==> src/mpm_pkg.sv <==
package mpm_pkg;

   localparam int unsigned TARGET_W    = 8;
   localparam int unsigned LIMIT_W     = 32;
   localparam int unsigned TOTAL_W     = 32;
   localparam int unsigned CSR_INDEX_W = 8;
   localparam int unsigned CSR_DATA_W  = 32;
   localparam int unsigned REQ_DATA_W  = 8;

   // register indexes on the csr port
   localparam logic [CSR_INDEX_W-1:0] CSR_PERIOD_TARGET = 8'd0;
   localparam logic [CSR_INDEX_W-1:0] CSR_TIMEOUT_LIMIT = 8'd1;

   localparam logic [TARGET_W-1:0] PERIOD_TARGET_RESET = 8'd150;
   localparam logic [LIMIT_W-1:0]  TIMEOUT_LIMIT_RESET = 32'd10000000;

   localparam logic [TOTAL_W-1:0]  TOTAL_MAX = '1;

endpackage

==> src/multi_period_meter_with_timeout.sv <==
// A result appears on rsp once the tick that ends it has passed through the input register
// and then the result register.
// Throughput: one tick per cycle; req_tready falls only while the result register is full
// and rsp_tready is low.
// Reset (synchronous, active high): phase idle, counters zero, both registers at their
// defaults (period_target 150, timeout_limit 10000000), no result pending.
module multi_period_meter_with_timeout #(
   parameter int unsigned COUNT_WIDTH = 32
) (
   input  logic                              clock,
   input  logic                              reset,
   // tick input
   input  logic                              req_tvalid,
   output logic                              req_tready,
   input  logic [mpm_pkg::REQ_DATA_W-1:0]    req_tdata,   // [0] pin_level, rest zero
   input  logic                              req_tuser,   // [0] cmd (1 = start)
   // measurement result
   output logic                              rsp_tvalid,
   input  logic                              rsp_tready,
   output logic [mpm_pkg::TOTAL_W-1:0]       rsp_tdata,   // [31:0] tick_total
   output logic                              rsp_tuser,   // [0] timed_out
   // register writes
   input  logic                              csr_valid,
   output logic                              csr_ready,
   input  logic [mpm_pkg::CSR_INDEX_W-1:0]   csr_index,
   input  logic [mpm_pkg::CSR_DATA_W-1:0]    csr_data
);
   import mpm_pkg::*;

   // comparison width: wide enough for both the counter and the limit
   localparam int unsigned CMP_W = (COUNT_WIDTH > LIMIT_W) ? COUNT_WIDTH : LIMIT_W;

   typedef enum logic [2:0] {
      PH_IDLE,
      PH_WAIT_LOW,
      PH_WAIT_HIGH,
      PH_MEAS_LOW,
      PH_MEAS_HIGH
   } phase_type;

   // ---------------- configuration ----------------
   logic [TARGET_W-1:0] period_target_ff;
   logic [LIMIT_W-1:0]  timeout_limit_ff;

   assign csr_ready = 1'b1;

   always_ff @(posedge clock) begin
      if (reset) begin
         period_target_ff <= PERIOD_TARGET_RESET;
         timeout_limit_ff <= TIMEOUT_LIMIT_RESET;
      end else if (csr_valid && csr_ready) begin
         case (csr_index)
            CSR_PERIOD_TARGET: period_target_ff <= csr_data[TARGET_W-1:0];
            CSR_TIMEOUT_LIMIT: timeout_limit_ff <= csr_data[LIMIT_W-1:0];
            default: ;  // writes beyond the register list are dropped
         endcase
      end
   end

   // ---------------- input register ----------------
   logic in_valid_ff;
   logic in_cmd_ff;
   logic in_pin_ff;
   logic out_valid_ff;
   logic advance;

   // the registered tick moves on when the result slot is free or drains this cycle
   assign advance    = in_valid_ff && (!out_valid_ff || rsp_tready);
   assign req_tready = !in_valid_ff || advance;

   always_ff @(posedge clock) begin
      if (reset) begin
         in_valid_ff <= 1'b0;
      end else if (req_tready) begin
         in_valid_ff <= req_tvalid;
      end
   end

   always_ff @(posedge clock) begin
      if (req_tvalid && req_tready) begin
         in_cmd_ff <= req_tuser;
         in_pin_ff <= req_tdata[0];
      end
   end

   // ---------------- measurement state ----------------
   phase_type              phase_ff, phase_in;
   logic [COUNT_WIDTH-1:0] tick_count_ff, tick_count_in;
   logic [TARGET_W-1:0]    periods_done_ff, periods_done_in;
   logic [TOTAL_W-1:0]     out_total_ff;
   logic                   out_flag_ff;

   logic [COUNT_WIDTH-1:0] bumped;
   logic [TARGET_W-1:0]    periods_next;
   logic                   over_limit;
   logic                   emit;
   logic [TOTAL_W-1:0]     total;
   logic                   flag;
   logic [CMP_W-1:0]       bumped_ext;

   // counter saturates at all ones
   assign bumped       = (&tick_count_ff) ? tick_count_ff : tick_count_ff + 1'b1;
   assign bumped_ext   = CMP_W'(bumped);
   assign over_limit   = bumped_ext > CMP_W'(timeout_limit_ff);
   assign periods_next = periods_done_ff + 1'b1;

   always_comb begin
      phase_in        = phase_ff;
      tick_count_in   = tick_count_ff;
      periods_done_in = periods_done_ff;
      emit            = 1'b0;
      total           = '0;
      flag            = 1'b0;
      if (in_cmd_ff) begin
         // start: abandon any run, pin ignored on this tick
         phase_in        = PH_WAIT_LOW;
         tick_count_in   = '0;
         periods_done_in = '0;
      end else begin
         case (phase_ff)
            PH_WAIT_LOW: begin
               if (!in_pin_ff) begin
                  phase_in      = PH_WAIT_HIGH;
                  tick_count_in = '0;
               end else begin
                  tick_count_in = bumped;
                  if (over_limit) begin
                     emit     = 1'b1;
                     flag     = 1'b1;
                     phase_in = PH_IDLE;
                  end
               end
            end
            PH_WAIT_HIGH: begin
               if (in_pin_ff) begin
                  // first rising edge: timing starts here
                  tick_count_in   = '0;
                  periods_done_in = '0;
                  if (period_target_ff == '0) begin
                     emit     = 1'b1;
                     phase_in = PH_IDLE;
                  end else begin
                     phase_in = PH_MEAS_LOW;
                  end
               end else begin
                  tick_count_in = bumped;
                  if (over_limit) begin
                     emit     = 1'b1;
                     flag     = 1'b1;
                     phase_in = PH_IDLE;
                  end
               end
            end
            PH_MEAS_LOW: begin
               tick_count_in = bumped;
               if (!in_pin_ff) begin
                  phase_in = PH_MEAS_HIGH;
               end else if (over_limit) begin
                  emit     = 1'b1;
                  flag     = 1'b1;
                  phase_in = PH_IDLE;
               end
            end
            PH_MEAS_HIGH: begin
               tick_count_in = bumped;
               if (in_pin_ff) begin
                  periods_done_in = periods_next;
                  if (periods_next >= period_target_ff) begin
                     emit     = 1'b1;
                     phase_in = PH_IDLE;
                     // report counts beyond the result width as all ones
                     total    = (bumped_ext > CMP_W'(TOTAL_MAX)) ? TOTAL_MAX
                                                                : bumped_ext[TOTAL_W-1:0];
                  end else begin
                     phase_in = PH_MEAS_LOW;
                  end
               end else if (over_limit) begin
                  emit     = 1'b1;
                  flag     = 1'b1;
                  phase_in = PH_IDLE;
               end
            end
            default: begin
               phase_in = PH_IDLE;
            end
         endcase
      end
   end

   // state and result register move together on each processed tick
   always_ff @(posedge clock) begin
      if (reset) begin
         phase_ff        <= PH_IDLE;
         tick_count_ff   <= '0;
         periods_done_ff <= '0;
         out_valid_ff    <= 1'b0;
         out_total_ff    <= '0;
         out_flag_ff     <= 1'b0;
      end else if (advance) begin
         phase_ff        <= phase_in;
         tick_count_ff   <= tick_count_in;
         periods_done_ff <= periods_done_in;
         out_valid_ff    <= emit;
         if (emit) begin
            out_total_ff <= total;
            out_flag_ff  <= flag;
         end
      end else if (rsp_tready) begin
         out_valid_ff <= 1'b0;
      end
   end

   // ---------------- result register ----------------
   assign rsp_tvalid = out_valid_ff;
   assign rsp_tdata  = out_total_ff;
   assign rsp_tuser  = out_flag_ff;

   // ---------------- assertions ----------------
   // a result only comes out of a running measurement on a plain tick
   assert property (@(posedge clock) disable iff (reset)
      (advance && emit) |-> (!in_cmd_ff && phase_ff != PH_IDLE))
      else $error("result emitted outside a measurement");

   // a timeout result always carries a zero total
   assert property (@(posedge clock) disable iff (reset)
      (rsp_tvalid && rsp_tuser) |-> (rsp_tdata == '0))
      else $error("timeout result with nonzero total");

   // input side stalls only behind a blocked, full result register
   assert property (@(posedge clock) disable iff (reset)
      !req_tready |-> (in_valid_ff && out_valid_ff && !rsp_tready))
      else $error("input stalled without back-pressure");

   // a processed start tick always arms the wait for a low level
   assert property (@(posedge clock) disable iff (reset)
      (advance && in_cmd_ff) |=> (phase_ff == PH_WAIT_LOW))
      else $error("start did not enter wait-low");

endmodule

==> config.mk <==
export PLATFORM = sky130hd
export DESIGN_NAME = multi_period_meter_with_timeout
export DESIGN_NICKNAME = d
export VERILOG_FILES = /design/src/mpm_pkg.sv /design/src/multi_period_meter_with_timeout.sv
export SDC_FILE = /design/constraint.sdc
export NUM_CORES = 1
export LEC_CHECK = 0
export BUFFER_PORTS_ARGS = -buffer_cell sky130_fd_sc_hd__buf_4
export CORE_MARGIN = 2
export CORE_UTILIZATION = 45
export DETAILED_ROUTE_END_ITERATION = 10
export HOLD_SLACK_MARGIN = 0.15
export SYNTH_ARGS = -nofsm -noshare
export SYNTH_HDL_FRONTEND = slang
export SYNTH_SLANG_ARGS = --single-unit
==> constraint.sdc <==
create_clock -name clock -period 4.4 [get_ports clock]
set_clock_uncertainty 0.05 [all_clocks]
set_input_delay 0.88 -clock clock [delete_from_list [all_inputs] [get_ports clock]]
set_output_delay 0.88 -clock clock [all_outputs]
set_load 0.005 [all_outputs]
# After elaboration in Yosys (flattened, before gate mapping)
# Cells that the tools add are included.
# word_totals
reg_bits	120
wordCells	79
# op_classes
add_sub_neg	2
magnitude_cmp	3
eq_ne	7
mux	36
reduce_logical	20
# ops
op	n
2-to-1 mux 32 bit	9
one-hot mux 32 bit (3 select lines)	1
adder 32 x 1 -> 32 bit (second input constant)	1
greater-than comparator 32 bit	1
greater-than comparator 32 bit (second input constant)	1
AND reduction 32 bit	1
2-to-1 mux 8 bit	3
2-to-1 mux 3 bit	6
zero test 8 bit	2
one-hot mux 8 bit (2 select lines)	1
one-hot mux 3 bit (4 select lines)	1
2-to-1 mux 1 bit	11
adder 8 x 1 -> 8 bit (second input constant)	1
equality test 8 x 1 -> 1 bit (second input constant)	1
greater-or-equal comparator 8 bit	1
AND reduction 2 bit	4
equality test 3 x 2 -> 1 bit (second input constant)	2
!= test 3 bit (second input constant)	2
OR reduction 2 bit	3
2-to-1 mux 2 bit	2
AND reduction 4 bit	1
nonzero test 4 bit	1
equality test 3 x 1 -> 1 bit (second input constant)	1
equality test 3 bit (second input constant)	1
7 further kinds	10

# Logic depth before layout (Yosys ltp)
# Gate-level depths: netlist of run 1.
# logic_depth
word_depth	8
depth_mapped	18
mapped_depth_nobuf	14

# Worst setup path after synthesis of run 1
# No wires, ideal clock.
# synth_timing
kind	reg2reg
start	reg tick_count_ff[12]
end	reg out_total_ff[31] (netlist: rsp_tdata[31])
setup_time_ns	0.068
arrival_time_ns	3.777
t_required_ns	4.282
path_slack_ns	0.506
stages_incl_launch_ff	19
n_path_buf	4
period_less_slack_ns	3.894
path_cell_list	dfxtp_1 -> buf_2 -> and3_1 -> buf_2 -> and3_1 -> nand3_2 -> or3b_1 -> buf_2 -> o21a_1 -> or2_1 -> ha_1 -> a21oi_1 -> nand2_1 -> a22o_1 -> or4_1 -> a22oi_2 -> a221oi_4 -> buf_6 -> o2bb2ai_2
# synth_via
elab_chain_cells	8
elab_cells_between_ends	17
# synth_rtl
element	line_no	rtl
start, declared	multi_period_meter_with_timeout.sv:88	logic [COUNT_WIDTH-1:0] tick_count_ff, tick_count_in;
start signal, assigned	multi_period_meter_with_timeout.sv:201	tick_count_ff <= tick_count_in;
adder 32 x 1 -> 32 bit / AND reduction 32 bit (equally long branches)	multi_period_meter_with_timeout.sv:102	assign bumped = (&tick_count_ff) ? tick_count_ff : tick_count_ff + 1'b1;
2-to-1 mux 32 bit *	multi_period_meter_with_timeout.sv:102	
greater-than comparator 32 bit, on equally long branches	multi_period_meter_with_timeout.sv:104, multi_period_meter_with_timeout.sv:172	
2-to-1 mux 1 bit / 2-to-1 mux 32 bit (equally long branches)	--	
2-to-1 mux 1 bit (tied with other cells)	multi_period_meter_with_timeout.sv:166	if (in_pin_ff) begin
one-hot mux 1 bit (3 select lines) / 2-to-1 mux 32 bit (equally long branches)	multi_period_meter_with_timeout.sv:120, multi_period_meter_with_timeout.sv:166	
2-to-1 mux 1 bit / 2-to-1 mux 32 bit (equally long branches)	multi_period_meter_with_timeout.sv:114, multi_period_meter_with_timeout.sv:120	
AND reduction 2 bit (no line) / 2-to-1 mux 32 bit (equally long branches)	--	
end signal, assigned	multi_period_meter_with_timeout.sv:205	out_total_ff <= total;
end, declared	multi_period_meter_with_timeout.sv:90	logic [TOTAL_W-1:0] out_total_ff;
# Mark *: on every way between the ends. The rest lies on a longest branch, timed or not.
# A chain may end at the register's enable or synchronous reset.

# Worst setup path after layout of run 1
# layout_timing
start	reg tick_count_ff[13]
end	reg out_valid_ff (netlist: rsp_tvalid)
# layout_via
elab_chain_cells	8
elab_cells_between_ends	11
# layout_rtl
element	line_no	rtl
adder 32 x 1 -> 32 bit / AND reduction 32 bit (equally long branches)	multi_period_meter_with_timeout.sv:102	
2-to-1 mux 32 bit *	multi_period_meter_with_timeout.sv:102	
greater-than comparator 32 bit *	multi_period_meter_with_timeout.sv:104	assign over_limit = bumped_ext > CMP_W'(timeout_limit_ff);
2-to-1 mux 1 bit *	--	
2-to-1 mux 1 bit, on equally long branches	multi_period_meter_with_timeout.sv:166, multi_period_meter_with_timeout.sv:122, multi_period_meter_with_timeout.sv:135	
one-hot mux 1 bit (3 select lines) *	multi_period_meter_with_timeout.sv:120	case (phase_ff)
2-to-1 mux 1 bit *	multi_period_meter_with_timeout.sv:114	if (in_cmd_ff) begin
2-to-1 mux 1 bit *	multi_period_meter_with_timeout.sv:199	end else if (advance) begin
end signal, assigned	multi_period_meter_with_timeout.sv:203	out_valid_ff <= emit;
end, declared	multi_period_meter_with_timeout.sv:64	logic out_valid_ff;
# Marks and branches as above.

==> flow_summary.ini, run 1 <==
[place]
numPortBuffers = 81
gp_congestion = 0.854
dp_hpwl_um = 13500

[grt]
antenna_found_initial = 0
grt_max_degree = 48
grt_pass1_wl_um = 30100
overflow = 0
grt_use_total_pct = 23.4
grt_pass1_vias = 6293

[worst_setup_path]
critical_path.most_common_cell = buf_4
cp_max_fo = 6
reg2reg_from = tick_count_ff[13]
worstSetupStartpointType = register
slowest_stage = or3_4
crit_type = reg2reg
path_cells = and3_1 > buf_4 > nand3_1 > or3_4 > nor4b_4 > xor2_2 > ha_1 > nand4_1 > nor4_2 > buf_4 > nand3_1 > and2_1 > a22oi_2 > a221oi_4 > buf_4 > buf_4 > o21ba_2
cp_data_required_time_ns = 4.66
max_stage_delay_ns = 0.50
cp-end-kind = register
startpoint = tick_count_ff[13]
arrival_ns = 4.47

[route]
routedWlPerCell_um = 16.3
routed_wl_um = 18600
viasPerCell = 5.54
ant_nets = 0
drt_iter0_markers = 337
drc = 0
vias = 6316
first_pass_iters = 5

[synth]
synth_area_per_cell_um2 = 7.99
synth_nets = 943
netlist_area_um2 = 6770
synth-main-ff-cell = dfxtp_1
ys_types = 75
postSynthRegisterBits = 120
yosysSeqAreaShare_pct = 35.8
netlist_instances = 847
ys_warn_count = 0
synth_edf_count = 2
ys_async_sr_fraction_pct = 0

[hold_path]
holdCritPathClass = reg2reg
min-delay-start = rsp_tdata[17]

[pwr]
leakage_nw = 3.48
ir_drop_mv = 0.272
power.density_nw_per_um2 = 305

[clocking]
cts_buffer_depth = 2
cts_made_buffers = 17
cts_tree = built
clk_latency_ns = 0.42
clkSinkCount = 120
clock-root-buffer = clkbuf_16
path_clk_slew_ns = 0.05
ctsHtreeMaxLevel = 4
cts_hold_buf = 0

[timing]
holdWs_ns = 0.402
hold_violations = 0
relSlewSlack_pct = 25.0
worstMarginPinSlew_ns = 1.13
fin_crit_sh_pct = 95.6
min_period_ns = 4.21
setup_violations = 0
slew_violations = 0
max_freq_ghz = 0.238

[floorplanning]
coreArea_um2 = 14600
io_pins = 90
dieArea_um2 = 16000
rows = 44
initial_core_util_pct = 46.4
die_w_um = 127
die_y_um = 127

[layout]
drive_above_1_share_pct = 22.3
fin_nets = 1039
area_growth_pct = 25.8
utilization_pct = 58.4
antenna_cells = 0

[flow_run]
max-cap-violations = 0

[status]
status = finished clean
[cells in the final DEF, fill, tap and decap left out, types with 10 or more instances in the layout]
cell / netlist / routed
ha_1: 42 / 41
a21oi_1: 66 / 66
nor2_1: 58 / 57
nand2_1: 150 / 150
nor3_1: 11 / 10
o211ai_1: 10 / 10
buf_4: 2 / 120
xnor2_1: 20 / 20
inv_1: 49 / 49
o21ai_0: 37 / 35
dfxtp_1: 118 / 113
clkbuf_16: 0 / 18
and3_1: 12 / 12
a22oi_1: 18 / 18
nand3b_1: 10 / 10
o2bb2ai_1: 10 / 10
nand3_1: 26 / 26
nand4_1: 19 / 19
[flip-flops by register name, indices dropped and copies added (netlist names)]
register	cells
rsp_tdata	32
tick_count_ff	32
timeout_limit_ff	32
period_target_ff	8
periods_done_ff	8
phase_ff	3
in_cmd_ff	1
in_pin_ff	1
in_valid_ff	1
rsp_tuser	1
rsp_tvalid	1
[final cells by class]
cell class	count	area, um2
well taps	184	230
fillers	1324	6070
repair buffers	125	997
inverters	50	188
clock buffers	25	505
flip-flops and latches	120	2430
clock inverters	7	90.1
multi-input cells	629	4080
[Yosys cell counts, types with 14 or more instances]
cell type	count	area, um2
ha_1	42	526
nor2_1	58	218
xnor2_1	20	175
clkbuf_1	33	124
nand4_1	19	119
a22oi_1	18	135
dfxtp_1	118	2360
nand2_1	150	563
a21oi_1	66	330
inv_1	49	184
o21ai_0	37	185
nand3_1	26	130
xor2_1	14	123
[metal layers]
metal / vias up / GRT usage, % / share of wire [%]
met4: 0 / 10.3 / 3.2
met1: 2986 / 27.6 / 42
met2: 137 / 40.9 / 50
met3: 36 / 5.02 / 4.3
li1: 3157 / - / -
met5: - / 0 / 0
[cell families (layout without fill, tap and decap cells)]
family | after synthesis | after routing | synth area share, %
mux | 6 | 6 | 0.887
compound gates | 192 | 192 | 18.6
simple gates | 353 | 353 | 26.2
fa+ha+maj | 42 | 42 | 7.76
other cells | 1 | 1 | 0.0554
buf+inv | 98 | 207 | 6.06
flops | 120 | 120 | 35.8
xor+xnor | 35 | 35 | 4.64
[path summary, 6_finish.rpt]
kind / to / slack, ns / cells after the start
max: rsp_tvalid / 0.19 / 17
min: rsp_tdata[17] / 0.40 / 2
max reg2reg: rsp_tvalid / 0.19 / 17
min reg2reg: rsp_tdata[17] / 0.40 / 2
[critical path: cells and delay by family, from the launching register on]
family	cells	cell delay (ns)
buffers and inverters	4	0.66
adder cells (fa/ha/maj)	1	0.32
flip-flops	1	0.38
AO/OA/AOI/OAI	3	0.53
XOR/XNOR	1	0.15
AND/OR/NAND/NOR	8	2.02
[stage by stage]
stage               total power [mW]  TNS [ns]  setup WS, ns  instances  cell area, um2
finish                          2.59         0         0.194       1140            8520
global route                    2.67    -0.139       -0.0332       1140            8520
CTS                             2.61         0        0.0215       1130            8270
detailed placement              1.21         0        0.0440       1098            7670
global placement                1.21         0         0.130       1098            7670
floorplan                       1.16         0         0.506        847            6770
[report_power, final]
part / switching [mW] / internal [mW] / total (mW)
Sequential: 0.00823 / 1.09 / 1.10
Combinational: 0.0467 / 0.0393 / 0.0861
Clock: 0.500 / 0.905 / 1.41
[timing repair]
item	CTS	global route
setup buffers	0	8
endpoints found under the setup margin	0	37
resized for setup	0	29
Power figures use the tool's default switching activity.
==> run 2: changes to the inputs <==
--- a/config.mk
+++ b/config.mk
@@ -7,9 +7,11 @@
 export LEC_CHECK = 0
 export BUFFER_PORTS_ARGS = -buffer_cell sky130_fd_sc_hd__buf_4
 export CORE_MARGIN = 2
-export CORE_UTILIZATION = 45
+export CORE_UTILIZATION = 58
 export DETAILED_ROUTE_END_ITERATION = 10
+export GPL_TIMING_DRIVEN = 0
 export HOLD_SLACK_MARGIN = 0.15
+export PLACE_DENSITY = 0.8
 export SYNTH_ARGS = -nofsm -noshare
 export SYNTH_HDL_FRONTEND = slang
 export SYNTH_SLANG_ARGS = --single-unit
==> flow_summary.ini, run 2 (synthesis gave the netlist of run 1 again) <==
[status]
status = finished clean

[worst_setup_path]
cp_max_fo = 10
max_stage_delay_ns = 0.45
path_cells = nand4_1 > or3_4 > or3b_1 > buf_4 > o21a_1 > or2_1 > ha_1 > nand4_1 > nor4_4 > nand3_2 > and2_1 > a22oi_2 > a221oi_4 > buf_4 > buf_4 > o32ai_2
arrival_ns = 4.59
crit_type = reg2reg
path_buf_inv = 3
cp_data_required_time_ns = 4.67
critical_path.most_common_cell = buf_4
worstSetupStartpointType = register
cp-end-kind = register
crit_family = simple AND/OR/NAND/NOR gates
slowest_stage = dfxtp_1

[floorplanning]
io_pins = 90
die_w_um = 112
initial_core_util_pct = 59.3
rows = 39
die_y_um = 112
dieArea_um2 = 12500
coreArea_um2 = 11400

[layout]
drive_above_1_share_pct = 20.9
fin_nets = 1062
fillers = 839
final_common_cell = nand2_1
utilization_pct = 74.2
antenna_cells = 0
area_growth_pct = 25.1
layout_common_cells = nand2_1 (150), dfxtp_1 (114), buf_4 (104)

[place]
gp_congestion = 0.971
dp_hpwl_um = 13400
numPortBuffers = 80

[route]
drt_iter0_markers = 555
first_pass_iters = 8
ant_nets = 0
vias = 6593
drc = 0
routedWlPerCell_um = 16.8
routed_wl_um = 18800
viasPerCell = 5.89

[timing]
relSlewSlack_pct = 32.1
slew_violations = 0
fin_crit_sh_pct = 98.1
setup_violations = 0
max_freq_ghz = 0.232
holdWs_ns = 0.405
hold_violations = 0
worstMarginPinSlew_ns = 1.01
min_period_ns = 4.32

[clocking]
clock-root-buffer = clkbuf_16
cts_tree = built
clkSinkCount = 120
path_clk_slew_ns = 0.05
clk_latency_ns = 0.42
ctsHtreeMaxLevel = 4
cts_buffer_depth = 2
cts_made_buffers = 17

[grt]
grt_pass1_wl_um = 29400
grt_use_total_pct = 29.5
antenna_found_initial = 0
grt_pass1_vias = 6147
grt_max_degree = 17
overflow = 0

[pwr]
ir_drop_mv = 0.298
power.density_nw_per_um2 = 297
leakage_nw = 3.47

[hold_path]
holdCritPathClass = reg2reg

[flow_run]
max-cap-violations = 0
run 2: final timing paths:
check	startpoint	end	slack (ns)	depth (start not counted)
min reg2reg	timeout_limit_ff[22]	timeout_limit_ff[22]	0.41	2
max	tick_count_ff[7]	rsp_tdata[1]	0.08	16
min	timeout_limit_ff[22]	timeout_limit_ff[22]	0.41	2
max reg2reg	tick_count_ff[7]	rsp_tdata[1]	0.08	16
run 2: routing by layer:
metal	share of wire, %	global-route usage [%]	vias to the layer above	wire length, um
met3	7.5	7.34	57	1410
met1	41	36.5	3045	7760
met2	48	49.5	286	8980
met5	0	0	-	0
li1	-	-	3205	-
met4	3.7	12.3	0	694
run 2: repair_timing:
action,CTS,global route
gates cloned,2,0
pin swaps,6,19
buffers inserted,8,13
resized for setup,12,27
endpoints found under the setup margin,36,36
hold buffers,0,0
run 2: final cells by class:
class / count / area (um2) / area share, %
Timing Repair Buffer: 103 / 774 / 9.14
Multi-Input combinational cell: 629 / 4120 / 48.6
Buffer: 45 / 216 / 2.56
Sequential cell: 120 / 2430 / 28.7
Inverter: 50 / 188 / 2.22
Clock inverter: 1 / 5.00 / 0.0591
Clock buffer: 29 / 561 / 6.62
Tap cell: 143 / 179 / 2.11
run 2: tightest hold or removal path: stages (launching register included):
cell and delay [ns]:
dfxtp_1 0.30, nand2_1 0.05, a21oi_1 0.05
run 2: report_power, final:
| part | switching, mW | internal, mW |
|---|---|---|
| Clock | 0.468 | 0.848 |
| Sequential | 0.00457 | 1.10 |
| Combinational | 0.0552 | 0.0416 |
| Total | 0.528 | 1.98 |
run 2: per-stage QoR:
| step | cell area, um2 | power, mW | TNS [ns] | setup WS [ns] | std cells |
|---|---|---|---|---|---|
| finish | 8470 | 2.51 | 0 | 0.0845 | 1120 |
| global route | 8470 | 2.57 | -0.191 | -0.0427 | 1120 |
| CTS | 8250 | 2.51 | 0 | 0.0152 | 1108 |
| detailed placement | 7550 | 1.22 | -10.75 | -0.348 | 1070 |
| global placement | 7550 | 1.22 | -8.95 | -0.299 | 1070 |
| floorplan | 6770 | 1.16 | 0 | 0.506 | 847 |
